## config.mk

```make
export PLATFORM = sky130hd
export DESIGN_NAME = audio_feedforward_compressor_top
export DESIGN_NICKNAME = d
export VERILOG_FILES = /design/src/rtl/core/afc_pkg.sv /design/src/rtl/core/audio_feedforward_compressor_top.sv /design/src/rtl/core/afc_mul.sv /design/src/rtl/core/afc_core.sv
export SDC_FILE = /design/constraint.sdc
export NUM_CORES = 2
export LEC_CHECK = 0
export BUFFER_PORTS_ARGS = -buffer_cell sky130_fd_sc_hd__clkbuf_2
export CAP_MARGIN = 20
export CORE_UTILIZATION = 70
export DETAILED_ROUTE_END_ITERATION = 7
export PLACE_DENSITY_LB_ADDON = 0.25
export SKIP_LAST_GASP = 1
export SLEW_MARGIN = 25
export SYNTH_ARGS = -nofsm -noshare
export SYNTH_HDL_FRONTEND = slang
export SYNTH_HIERARCHICAL = 1
export SYNTH_SLANG_ARGS = --single-unit
```

## constraint.sdc

```tcl
create_clock -name aclk -period 34.3 [get_ports aclk]
set_input_delay 8.575 -clock aclk [delete_from_list [all_inputs] [get_ports aclk]]
set_output_delay 8.575 -clock aclk [all_outputs]
set_load 0.01 [all_outputs]
```

## src/rtl/core/afc_pkg.sv

```systemverilog
// Shared types, constants and the exponent table for the feed-forward compressor.
// Depends on nothing; every other file in rtl/core imports it.
package afc_pkg;

    localparam int SAMPLE_WIDTH = 24;

    // Level offset added to the magnitude so that the logarithm never sees zero.
    localparam longint EPS_RAW = ((64'd1 << (SAMPLE_WIDTH - 1)) + 64'd50000) / 64'd100000;
    localparam logic [SAMPLE_WIDTH-1:0] EPS = (EPS_RAW == 0) ? SAMPLE_WIDTH'(1)
                                                             : SAMPLE_WIDTH'(EPS_RAW);

    localparam logic [20:0] LG_TOP    = 21'((SAMPLE_WIDTH - 1) * 65536);
    localparam logic [18:0] LOG_TO_DB = 19'd394566;
    localparam logic [21:0] DB_TO_LOG = 22'd2786635;
    localparam logic [30:0] Q30_ONE   = 31'h4000_0000;
    localparam logic [16:0] MIN_GAIN_DB = 17'd25600;
    localparam logic [16:0] ENV_ONE   = 17'h1_0000;

    typedef enum logic [2:0] {
        REG_THRESHOLD = 3'd0,
        REG_RATIO     = 3'd1,
        REG_ATTACK    = 3'd2,
        REG_RELEASE   = 3'd3,
        REG_MAKEUP    = 3'd4
    } afc_reg_idx_t;

    typedef struct packed {
        logic signed [15:0] threshold_db;
        logic        [15:0] ratio_slope;
        logic        [16:0] attack_coeff;
        logic        [16:0] release_coeff;
        logic signed [13:0] makeup_db;
    } afc_cfg_t;

    typedef struct packed {
        logic signed [SAMPLE_WIDTH-1:0] audio_out;
        logic        [16:0]             gain_now;
    } afc_res_t;

    typedef logic [30:0] pow_tab_t [0:16];

    function automatic logic [63:0] isqrt64(input logic [63:0] v_in);
        logic [63:0] v;
        logic [63:0] root;
        logic [63:0] bt;
        v    = v_in;
        root = '0;
        bt   = 64'd1 << 62;
        for (int i = 0; i < 32; i++) begin
            if (v >= root + bt) begin
                v    = v - (root + bt);
                root = (root >> 1) + bt;
            end else begin
                root = root >> 1;
            end
            bt = bt >> 2;
        end
        return root;
    endfunction

    // Entry k is 2^(-2^-k) in Q30, each one the square root of the one before.
    function automatic pow_tab_t build_pow_tab();
        pow_tab_t    t;
        logic [63:0] cur;
        cur  = 64'd1 << 29;
        t[0] = cur[30:0];
        for (int k = 1; k < 17; k++) begin
            cur  = isqrt64(cur << 30);
            t[k] = cur[30:0];
        end
        return t;
    endfunction

    localparam pow_tab_t POW_TAB = build_pow_tab();

endpackage

```

## src/rtl/core/audio_feedforward_compressor_top.sv

```systemverilog
// Channel       | Signals                                   | Transfer
// input sample  | s_valid, s_ready, s_audio_in              | valid and ready both high
// result        | m_valid, m_ready, m_audio_out, m_gain_now | valid and ready both high
// configuration | cfg_we, cfg_idx, cfg_wdata                | write enable high
//
// Each sample is computed through the single shared multiplier before the next is accepted:
// 16 squarings for the logarithm and two 16-step exponent chains (gain target and
// makeup), plus the envelope and output products.
// Synchronous active-low reset restores the configuration defaults, clears the output valid flag and
// the sequencer state, and sets the envelope to unity. A finished result waits in the output
// register; the sequencer holds its next result until that register is free, and accepts no new request meanwhile.
module audio_feedforward_compressor_top
    import afc_pkg::*;
(
    input  logic                           aclk,
    input  logic                           aresetn,
    input  logic                           s_valid,
    output logic                           s_ready,
    input  logic signed [SAMPLE_WIDTH-1:0] s_audio_in,
    output logic                           m_valid,
    input  logic                           m_ready,
    output logic signed [SAMPLE_WIDTH-1:0] m_audio_out,
    output logic        [16:0]             m_gain_now,
    input  logic                           cfg_we,
    input  logic        [2:0]              cfg_idx,
    input  logic        [16:0]             cfg_wdata
);

    afc_cfg_t cfg_reg, cfg_next;
    afc_res_t res, res_out_reg, res_out_next;
    logic     out_valid_reg, out_valid_next;
    logic     core_idle, res_valid, res_ready;

    afc_core u_core (
        .aclk      (aclk),
        .aresetn   (aresetn),
        .start     (s_valid && s_ready),
        .sample    (s_audio_in),
        .idle      (core_idle),
        .cfg       (cfg_reg),
        .res_ready (res_ready),
        .res_valid (res_valid),
        .res       (res)
    );

    assign s_ready     = core_idle;
    assign res_ready   = !out_valid_reg || m_ready;
    assign m_valid     = out_valid_reg;
    assign m_audio_out = res_out_reg.audio_out;
    assign m_gain_now  = res_out_reg.gain_now;

    always_comb begin
        cfg_next = cfg_reg;
        if (cfg_we) begin
            case (cfg_idx)
                REG_THRESHOLD: cfg_next.threshold_db  = $signed(cfg_wdata[15:0]);
                REG_RATIO:     cfg_next.ratio_slope   = cfg_wdata[15:0];
                REG_ATTACK:    cfg_next.attack_coeff  = cfg_wdata;
                REG_RELEASE:   cfg_next.release_coeff = cfg_wdata;
                REG_MAKEUP:    cfg_next.makeup_db     = $signed(cfg_wdata[13:0]);
                default: begin
                end
            endcase
        end
    end

    always_comb begin
        res_out_next   = res_out_reg;
        out_valid_next = out_valid_reg;
        if (res_valid && res_ready) begin
            res_out_next   = res;
            out_valid_next = 1'b1;
        end else if (m_ready) begin
            out_valid_next = 1'b0;
        end
    end

    always_ff @(posedge aclk) begin
        if (!aresetn) begin
            cfg_reg.threshold_db  <= -16'sd5120;
            cfg_reg.ratio_slope   <= 16'd49152;
            cfg_reg.attack_coeff  <= 17'd136;
            cfg_reg.release_coeff <= 17'd14;
            cfg_reg.makeup_db     <= 14'sd0;
            out_valid_reg         <= 1'b0;
        end else begin
            cfg_reg       <= cfg_next;
            out_valid_reg <= out_valid_next;
        end
        res_out_reg <= res_out_next;
    end

endmodule

```

## src/rtl/core/afc_mul.sv

```systemverilog
// Shared 32 x 32 unsigned multiplier with a registered product.
// Depends on afc_pkg only through the common import convention.
module afc_mul
    import afc_pkg::*;
(
    input  logic        aclk,
    input  logic [31:0] op_a,
    input  logic [31:0] op_b,
    output logic [63:0] prod
);

    logic [63:0] prod_reg;
    logic [63:0] prod_next;

    assign prod_next = 64'(op_a) * 64'(op_b);
    assign prod      = prod_reg;

    always_ff @(posedge aclk) begin
        prod_reg <= prod_next;
    end

endmodule

```

## src/rtl/core/afc_core.sv

```systemverilog
// Sequencer and datapath registers of the compressor: level, gain computer,
// envelope and output scaling, all driven through the shared multiplier afc_mul.
module afc_core
    import afc_pkg::*;
(
    input  logic                           aclk,
    input  logic                           aresetn,
    input  logic                           start,
    input  logic signed [SAMPLE_WIDTH-1:0] sample,
    output logic                           idle,
    input  afc_cfg_t                       cfg,
    input  logic                           res_ready,
    output logic                           res_valid,
    output afc_res_t                       res
);

    localparam int SW = SAMPLE_WIDTH;
    localparam logic [47:0] FS_POS = 48'((64'd1 << (SW - 1)) - 64'd1);
    localparam logic [47:0] FS_NEG = 48'(64'd1 << (SW - 1));

    typedef enum logic [4:0] {
        S_IDLE, S_NORM, S_LOG_ISSUE, S_LOG, S_LVL_ISSUE, S_LVL, S_RED, S_TGT_EXP,
        S_EXP, S_EXP_END, S_MK_ISSUE, S_MK_EXP, S_ENV_A, S_ENV_B, S_ENV_C,
        S_OUT_A, S_OUT_B, S_DONE
    } state_t;

    state_t          state_reg, state_next;
    logic [3:0]      cnt_reg, cnt_next;
    logic [SW-1:0]   mag_reg, mag_next;
    logic            neg_reg, neg_next;
    logic [SW-1:0]   a_reg, a_next;
    logic [4:0]      pos_reg, pos_next;
    logic [30:0]     m_reg, m_next;
    logic [15:0]     lg_frac_reg, lg_frac_next;
    logic            zero_tgt_reg, zero_tgt_next;
    logic [15:0]     f_reg, f_next;
    logic [5:0]      r_reg, r_next;
    logic            mk_phase_reg, mk_phase_next;
    logic [16:0]     target_reg, target_next;
    logic [22:0]     makeup_reg, makeup_next;
    logic [16:0]     env_reg, env_next;
    logic [16:0]     c_reg, c_next;
    logic [33:0]     acc_reg, acc_next;
    logic [SW-1:0]   out_reg, out_next;

    logic [31:0]     op_a, op_b;
    logic [63:0]     prod;
    logic [63:0]     t15, t23, t29;
    logic [30:0]     p_round;
    logic [31:0]     mq;
    logic            sq_bit;
    logic [30:0]     m_new, m_init;
    logic [20:0]     lg, d_val;
    logic [15:0]     lvl_mag;
    logic signed [16:0] lvl;
    logic signed [17:0] over;
    logic [16:0]     over_pos, red;
    logic [21:0]     e_val;
    logic [13:0]     mk_mag;
    logic [16:0]     c_sel, c_sat;
    logic [63:0]     env_sum;
    logic [16:0]     env_new;
    logic [SW-1:0]   ym;
    logic [47:0]     ym2, ym2_sat;
    logic [30:0]     tsel, p_in;
    logic [63:0]     rs_sum, rs_val;

    afc_mul u_mul (
        .aclk (aclk),
        .op_a (op_a),
        .op_b (op_b),
        .prod (prod)
    );

    assign t15     = prod + 64'd32768;
    assign t23     = prod + (64'd1 << 23);
    assign t29     = prod + (64'd1 << 29);
    assign p_round = t29[60:30];

    // One squaring step of the logarithm: a square of two or more yields a one bit.
    assign mq     = prod[61:30];
    assign sq_bit = mq[31];
    assign m_new  = sq_bit ? mq[31:1] : mq[30:0];
    assign m_init = 31'({a_reg, 31'd0} >> SW);

    assign lg      = {pos_reg, lg_frac_reg};
    assign d_val   = (lg >= LG_TOP) ? 21'd0 : (LG_TOP - lg);
    assign lvl_mag = t23[39:24];
    assign lvl     = -$signed({1'b0, lvl_mag});
    assign over    = 18'(lvl) - 18'(cfg.threshold_db);
    assign over_pos = (lvl > cfg.threshold_db) ? over[16:0] : 17'd0;
    assign red     = t15[32:16];
    assign e_val   = t15[37:16];
    assign mk_mag  = cfg.makeup_db[13] ? 14'(-cfg.makeup_db) : cfg.makeup_db;

    assign c_sel   = (target_reg < env_reg) ? cfg.attack_coeff : cfg.release_coeff;
    assign c_sat   = (c_sel > ENV_ONE) ? ENV_ONE : c_sel;
    assign env_sum = 64'(acc_reg) + prod + 64'd32768;
    assign env_new = env_sum[32:16];
    assign ym      = t15[SW+15:16];
    assign ym2     = t15[63:16];
    assign ym2_sat = neg_reg ? ((ym2 > FS_NEG) ? FS_NEG : ym2)
                             : ((ym2 > FS_POS) ? FS_POS : ym2);

    assign p_in   = (cnt_reg == 4'd0) ? Q30_ONE : p_round;
    assign tsel   = f_reg[~cnt_reg] ? POW_TAB[5'(cnt_reg) + 5'd1] : Q30_ONE;
    assign rs_sum = {33'd0, p_round} + (64'd1 << (r_reg - 6'd1));
    assign rs_val = rs_sum >> r_reg;

    assign idle      = (state_reg == S_IDLE);
    assign res_valid = (state_reg == S_DONE);
    assign res.audio_out = $signed(out_reg);
    assign res.gain_now  = env_reg;

    always_comb begin
        state_next    = state_reg;
        cnt_next      = cnt_reg;
        mag_next      = mag_reg;
        neg_next      = neg_reg;
        a_next        = a_reg;
        pos_next      = pos_reg;
        m_next        = m_reg;
        lg_frac_next  = lg_frac_reg;
        zero_tgt_next = zero_tgt_reg;
        f_next        = f_reg;
        r_next        = r_reg;
        mk_phase_next = mk_phase_reg;
        target_next   = target_reg;
        makeup_next   = makeup_reg;
        env_next      = env_reg;
        c_next        = c_reg;
        acc_next      = acc_reg;
        out_next      = out_reg;
        op_a          = 32'd0;
        op_b          = 32'd0;
        case (state_reg)
            S_IDLE: begin
                if (start) begin
                    neg_next   = sample[SW-1];
                    mag_next   = sample[SW-1] ? SW'(-sample) : SW'(sample);
                    a_next     = (sample[SW-1] ? SW'(-sample) : SW'(sample)) + EPS;
                    pos_next   = 5'(SW - 1);
                    cnt_next   = 4'd0;
                    state_next = S_NORM;
                end
            end
            S_NORM: begin
                // Binary search for the leading one: 16, 8, 4, 2 and 1 bit steps.
                case (cnt_reg)
                    4'd0: begin
                        if (a_reg[SW-1 -: 16] == '0) begin
                            a_next = a_reg << 16; pos_next = pos_reg - 5'd16;
                        end
                    end
                    4'd1: begin
                        if (a_reg[SW-1 -: 8] == '0) begin
                            a_next = a_reg << 8; pos_next = pos_reg - 5'd8;
                        end
                    end
                    4'd2: begin
                        if (a_reg[SW-1 -: 4] == '0) begin
                            a_next = a_reg << 4; pos_next = pos_reg - 5'd4;
                        end
                    end
                    4'd3: begin
                        if (a_reg[SW-1 -: 2] == '0) begin
                            a_next = a_reg << 2; pos_next = pos_reg - 5'd2;
                        end
                    end
                    default: begin
                        if (!a_reg[SW-1]) begin
                            a_next = a_reg << 1; pos_next = pos_reg - 5'd1;
                        end
                    end
                endcase
                if (cnt_reg == 4'd4) begin
                    cnt_next   = 4'd0;
                    state_next = S_LOG_ISSUE;
                end else begin
                    cnt_next = cnt_reg + 4'd1;
                end
            end
            S_LOG_ISSUE: begin
                m_next       = m_init;
                lg_frac_next = '0;
                op_a         = 32'(m_init);
                op_b         = 32'(m_init);
                cnt_next     = 4'd0;
                state_next   = S_LOG;
            end
            S_LOG: begin
                m_next                = m_new;
                lg_frac_next[~cnt_reg] = sq_bit;
                op_a                  = 32'(m_new);
                op_b                  = 32'(m_new);
                cnt_next              = cnt_reg + 4'd1;
                if (cnt_reg == 4'd15) begin
                    state_next = S_LVL_ISSUE;
                end
            end
            S_LVL_ISSUE: begin
                op_a       = 32'(d_val);
                op_b       = 32'(LOG_TO_DB);
                state_next = S_LVL;
            end
            S_LVL: begin
                op_a       = 32'(over_pos);
                op_b       = 32'(cfg.ratio_slope);
                state_next = S_RED;
            end
            S_RED: begin
                zero_tgt_next = (red >= MIN_GAIN_DB);
                op_a          = 32'(red);
                op_b          = 32'(DB_TO_LOG);
                state_next    = S_TGT_EXP;
            end
            S_TGT_EXP: begin
                f_next        = e_val[15:0];
                r_next        = 6'd14 + e_val[21:16];
                mk_phase_next = 1'b0;
                cnt_next      = 4'd0;
                state_next    = S_EXP;
            end
            S_EXP: begin
                // Multiplying by unity where the exponent bit is clear keeps the
                // product chain uniform.
                op_a     = 32'(p_in);
                op_b     = 32'(tsel);
                cnt_next = cnt_reg + 4'd1;
                if (cnt_reg == 4'd15) begin
                    state_next = S_EXP_END;
                end
            end
            S_EXP_END: begin
                if (mk_phase_reg) begin
                    makeup_next = rs_val[22:0];
                    state_next  = S_ENV_A;
                end else begin
                    target_next = zero_tgt_reg ? 17'd0 : rs_val[16:0];
                    state_next  = S_MK_ISSUE;
                end
            end
            S_MK_ISSUE: begin
                op_a       = 32'(mk_mag);
                op_b       = 32'(DB_TO_LOG);
                state_next = S_MK_EXP;
            end
            S_MK_EXP: begin
                // A positive exponent n+f is taken as 2^(n+1) times 2^-(1-f).
                if (cfg.makeup_db[13]) begin
                    f_next = e_val[15:0];
                    r_next = 6'd14 + e_val[21:16];
                end else if (e_val[15:0] == 16'd0) begin
                    f_next = 16'd0;
                    r_next = 6'd14 - e_val[21:16];
                end else begin
                    f_next = 16'(17'h1_0000 - 17'(e_val[15:0]));
                    r_next = 6'd13 - e_val[21:16];
                end
                mk_phase_next = 1'b1;
                cnt_next      = 4'd0;
                state_next    = S_EXP;
            end
            S_ENV_A: begin
                c_next     = c_sat;
                op_a       = 32'(env_reg);
                op_b       = 32'(ENV_ONE - c_sat);
                state_next = S_ENV_B;
            end
            S_ENV_B: begin
                acc_next   = prod[33:0];
                op_a       = 32'(target_reg);
                op_b       = 32'(c_reg);
                state_next = S_ENV_C;
            end
            S_ENV_C: begin
                env_next   = env_new;
                op_a       = 32'(mag_reg);
                op_b       = 32'(env_new);
                state_next = S_OUT_A;
            end
            S_OUT_A: begin
                op_a       = 32'(ym);
                op_b       = 32'(makeup_reg);
                state_next = S_OUT_B;
            end
            S_OUT_B: begin
                out_next   = neg_reg ? SW'(-ym2_sat) : SW'(ym2_sat);
                state_next = S_DONE;
            end
            S_DONE: begin
                if (res_ready) begin
                    state_next = S_IDLE;
                end
            end
            default: begin
                state_next = S_IDLE;
            end
        endcase
    end

    always_ff @(posedge aclk) begin
        if (!aresetn) begin
            state_reg <= S_IDLE;
            cnt_reg   <= 4'd0;
            env_reg   <= ENV_ONE;
        end else begin
            state_reg <= state_next;
            cnt_reg   <= cnt_next;
            env_reg   <= env_next;
        end
        mag_reg      <= mag_next;
        neg_reg      <= neg_next;
        a_reg        <= a_next;
        pos_reg      <= pos_next;
        m_reg        <= m_next;
        lg_frac_reg  <= lg_frac_next;
        zero_tgt_reg <= zero_tgt_next;
        f_reg        <= f_next;
        r_reg        <= r_next;
        mk_phase_reg <= mk_phase_next;
        target_reg   <= target_next;
        makeup_reg   <= makeup_next;
        c_reg        <= c_next;
        acc_reg      <= acc_next;
        out_reg      <= out_next;
    end

    assert property (@(posedge aclk) disable iff (!aresetn)
        start |=> (state_reg == S_NORM))
        else $error("Accepted request did not start the level measurement");

    assert property (@(posedge aclk) disable iff (!aresetn)
        (state_reg == S_LOG_ISSUE) |-> a_reg[SW-1])
        else $error("Magnitude not normalised before the logarithm");

    assert property (@(posedge aclk) disable iff (!aresetn)
        (state_reg == S_LOG) |-> m_reg[30])
        else $error("Logarithm mantissa left the range one to two");

    assert property (@(posedge aclk) disable iff (!aresetn)
        env_reg <= ENV_ONE)
        else $error("Envelope gain exceeded unity");

endmodule
```

==> results.yml <==
status:
  outcome: "finished, violations left"
  failed_checks: "design-rule violations"
place:
  pre_cts_slack_ns: 21.73
  place_inst: 8188
  placed_area_mm2: 0.06549
  dp_hpwl_um: 162700
  io_buffers: 91
  gp_congestion: 1.083
critical_path:
  crit_family: "adder cells"
  crit_top_cell: "fa_1"
  cp-end-kind: "register"
  timing_worst_setup_path_type: "reg -> reg"
  cp_slowest_cell: "a221o_1"
  arrival_ns: 13.34
  cp.required_ns: 34.81
  start_kind: "register"
  max_stage_delay_ns: 0.74
  critPathBufInv: 4
  critPathMaxFanout: 18
global_route:
  grt_pass1_wl_um: 324900
  antenna_found_initial: 7
  overflow: 0
  grt_pass1_vias: 55017
  grt_use_total: 0.4610
  grt_max_degree: 68
synthesis:
  yosys_warnings: 6
  synth_edf_count: 249
  ys.flop_type: "edfxtp_1"
  syn-instance-count: 7237
  syn_area_mm2: 0.06424
  yosysUniqueCellTypes: 115
  syn_area_per_cell_um2: 8.876
  ys_seq_area_frac: 0.1697
  async_flop_share: 0
  synth_seq_cells: 420
sta:
  period_minus_slack_ns: 12.83
  skew_ns: 0.04574
  fin_ws_ns: 21.47
  slew_viol_final: 0
  max_freq_mhz: 77.94
  fin_setup_tns_ns: 0
  hold_viol: 0
  period_share: 0.3741
  relSlewSlack: 0.1886
  setup_viol: 0
  tightest_slew_ns: 1.213
  rsz0062_at_grt: "false"
clocking:
  cts.sinks: 420
  path_clk_slew_ns: 0.06
  cts_buffers: 42
  postCtsSetupBuffers: 0
  cts_root_buffer: "clkbuf_16"
  cts_resized: 0
  cts_tree: "built"
  hold_buffers: 0
  clkLatencyLatePin_ns: 0.62
  ctsLongestPathBuffers: 3
  cts_max_level: 2
power:
  ir_drop_mv: 0.06276
  power_density_mw_per_mm2: 43.40
  p_leak_nw: 30.93
die:
  rows: 110
  die_x_um: 304.9
  die_h_um: 304.9
  dieArea_mm2: 0.09298
  initial_utilization: 0.7104
  core_mm2: 0.09042
  io_pins: 92
route:
  post-route-drc-count: 5
  postRouteAntennaNets: 0
  wl_um: 213600
  drtIter0Drc: 7502
  drt_first_pass_iters: 8
  wire_per_inst_um: 25.84
  vias: 54879
  avgViaCountPerCell: 6.638
cells_and_area:
  fin_nets: 8424
  final_cell_mix: "1019 x inv_1, 908 x nand2_1, 898 x fa_1"
  drive_gt1_frac: 0.06079
  layout_commonest_cell: "inv_1"
  area_growth_pct: 4.340
  fin_util: 0.7412
  largest_reg_flops: 80
  final_area_mm2: 0.06703
  fin_cells: 8268
worst_hold_path:
  hp-class: "reg -> reg"
flow_run:
  drv_cap: 0
[report_power, final]
part,internal (W),switching (W),leakage (nW)
Combinational,0.000553,0.00113,26.6
Sequential,0.000603,0.000103,3.63
Clock,0.000292,0.000226,0.727
Total,0.00145,0.00146,30.9
[final cells by class]
type,count,area [µm²]
antenna,2,5.005
clock buffer,50,1122
clock inverter,28,390.4
fill,6582,23400
inverter,1023,3840
multi-input combinational,5359,47940
sequential,420,10900
tap,1176,1471
timing repair buffer,210,1355
[path summary, 6_finish.rpt]
| path | startpoint | end | slack [ns] | depth (start not counted) |
|---|---|---|---|---|
| min reg2reg | u_core/out_reg[10]$_DFFE_PP_ | m_audio_out[10]$_DFFE_PP_ | 0.41 | 0 |
| max | u_core/u_mul/prod[23]$_DFF_P_ | u_core/u_mul/prod[55]$_DFF_P_ | 21.47 | 40 |
| max reg2reg | u_core/u_mul/prod[23]$_DFF_P_ | u_core/u_mul/prod[55]$_DFF_P_ | 21.47 | 40 |
| min | u_core/out_reg[10]$_DFFE_PP_ | m_audio_out[10]$_DFFE_PP_ | 0.41 | 0 |
[Yosys cell counts (all sizes together) (132+ instances only)]
library cell  count  area (µm²)
edfxtp          249        7477
nor2            319        1200
xnor2           176        1541
ha              421        5268
clkbuf          373        1404
nand2           911        3425
fa              898       17980
nand3           132       675.7
dfxtp           171        3423
and2            615        3850
a21oi           289        1450
mux2i           166        1662
o21ai           198        1013
inv            1021        3832
[routing by layer]
| metal | global-route usage | share of wire | vias to the layer above |
|---|---|---|---|
| li1 | - | - | 23343 |
| met1 | 0.6178 | 0.36 | 26784 |
| met2 | 0.6953 | 0.44 | 3885 |
| met3 | 0.1081 | 0.14 | 865 |
| met4 | 0.2501 | 0.066 | 2 |
| met5 | 0 | 0.000070 | - |
[through the flow]
| stage | power [W] | hold slack (ns) |
|---|---|---|
| 3_3_place_gp | 0.002291 | 0.4001 |
| 5_1_grt | 0.003033 | 0.4205 |
| 4_1_cts | 0.002827 | 0.4170 |
| 2_1_floorplan | 0.001782 | 0.4003 |
| 6_report | 0.002909 | 0.4100 |
| 3_5_place_dp | 0.002308 | 0.4045 |
[cells by family after synthesis]
group           after synthesis  share of synthesized area
flops                       420                     0.1697
xor+xnor                    297                    0.04049
buf+inv                    1467                    0.08780
fa+ha+maj                  1319                     0.3619
mux                         194                    0.03393
other cells                   1                 0.00005838
compound gates             1097                     0.1166
simple gates               2442                     0.1896
[worst reg2reg max path: cells and delay by family, from the launching register on]
kind                       cells  cell delay (ns)
DFF                            1             0.58
AOI/OAI and AO/OA             11             3.27
xor gates and xnor gates       2             0.32
adders and majority gates     11             5.13
and+or+nand+nor               12             2.91
buffers and inverters          4             0.55
(Power assumes the default switching activity.)
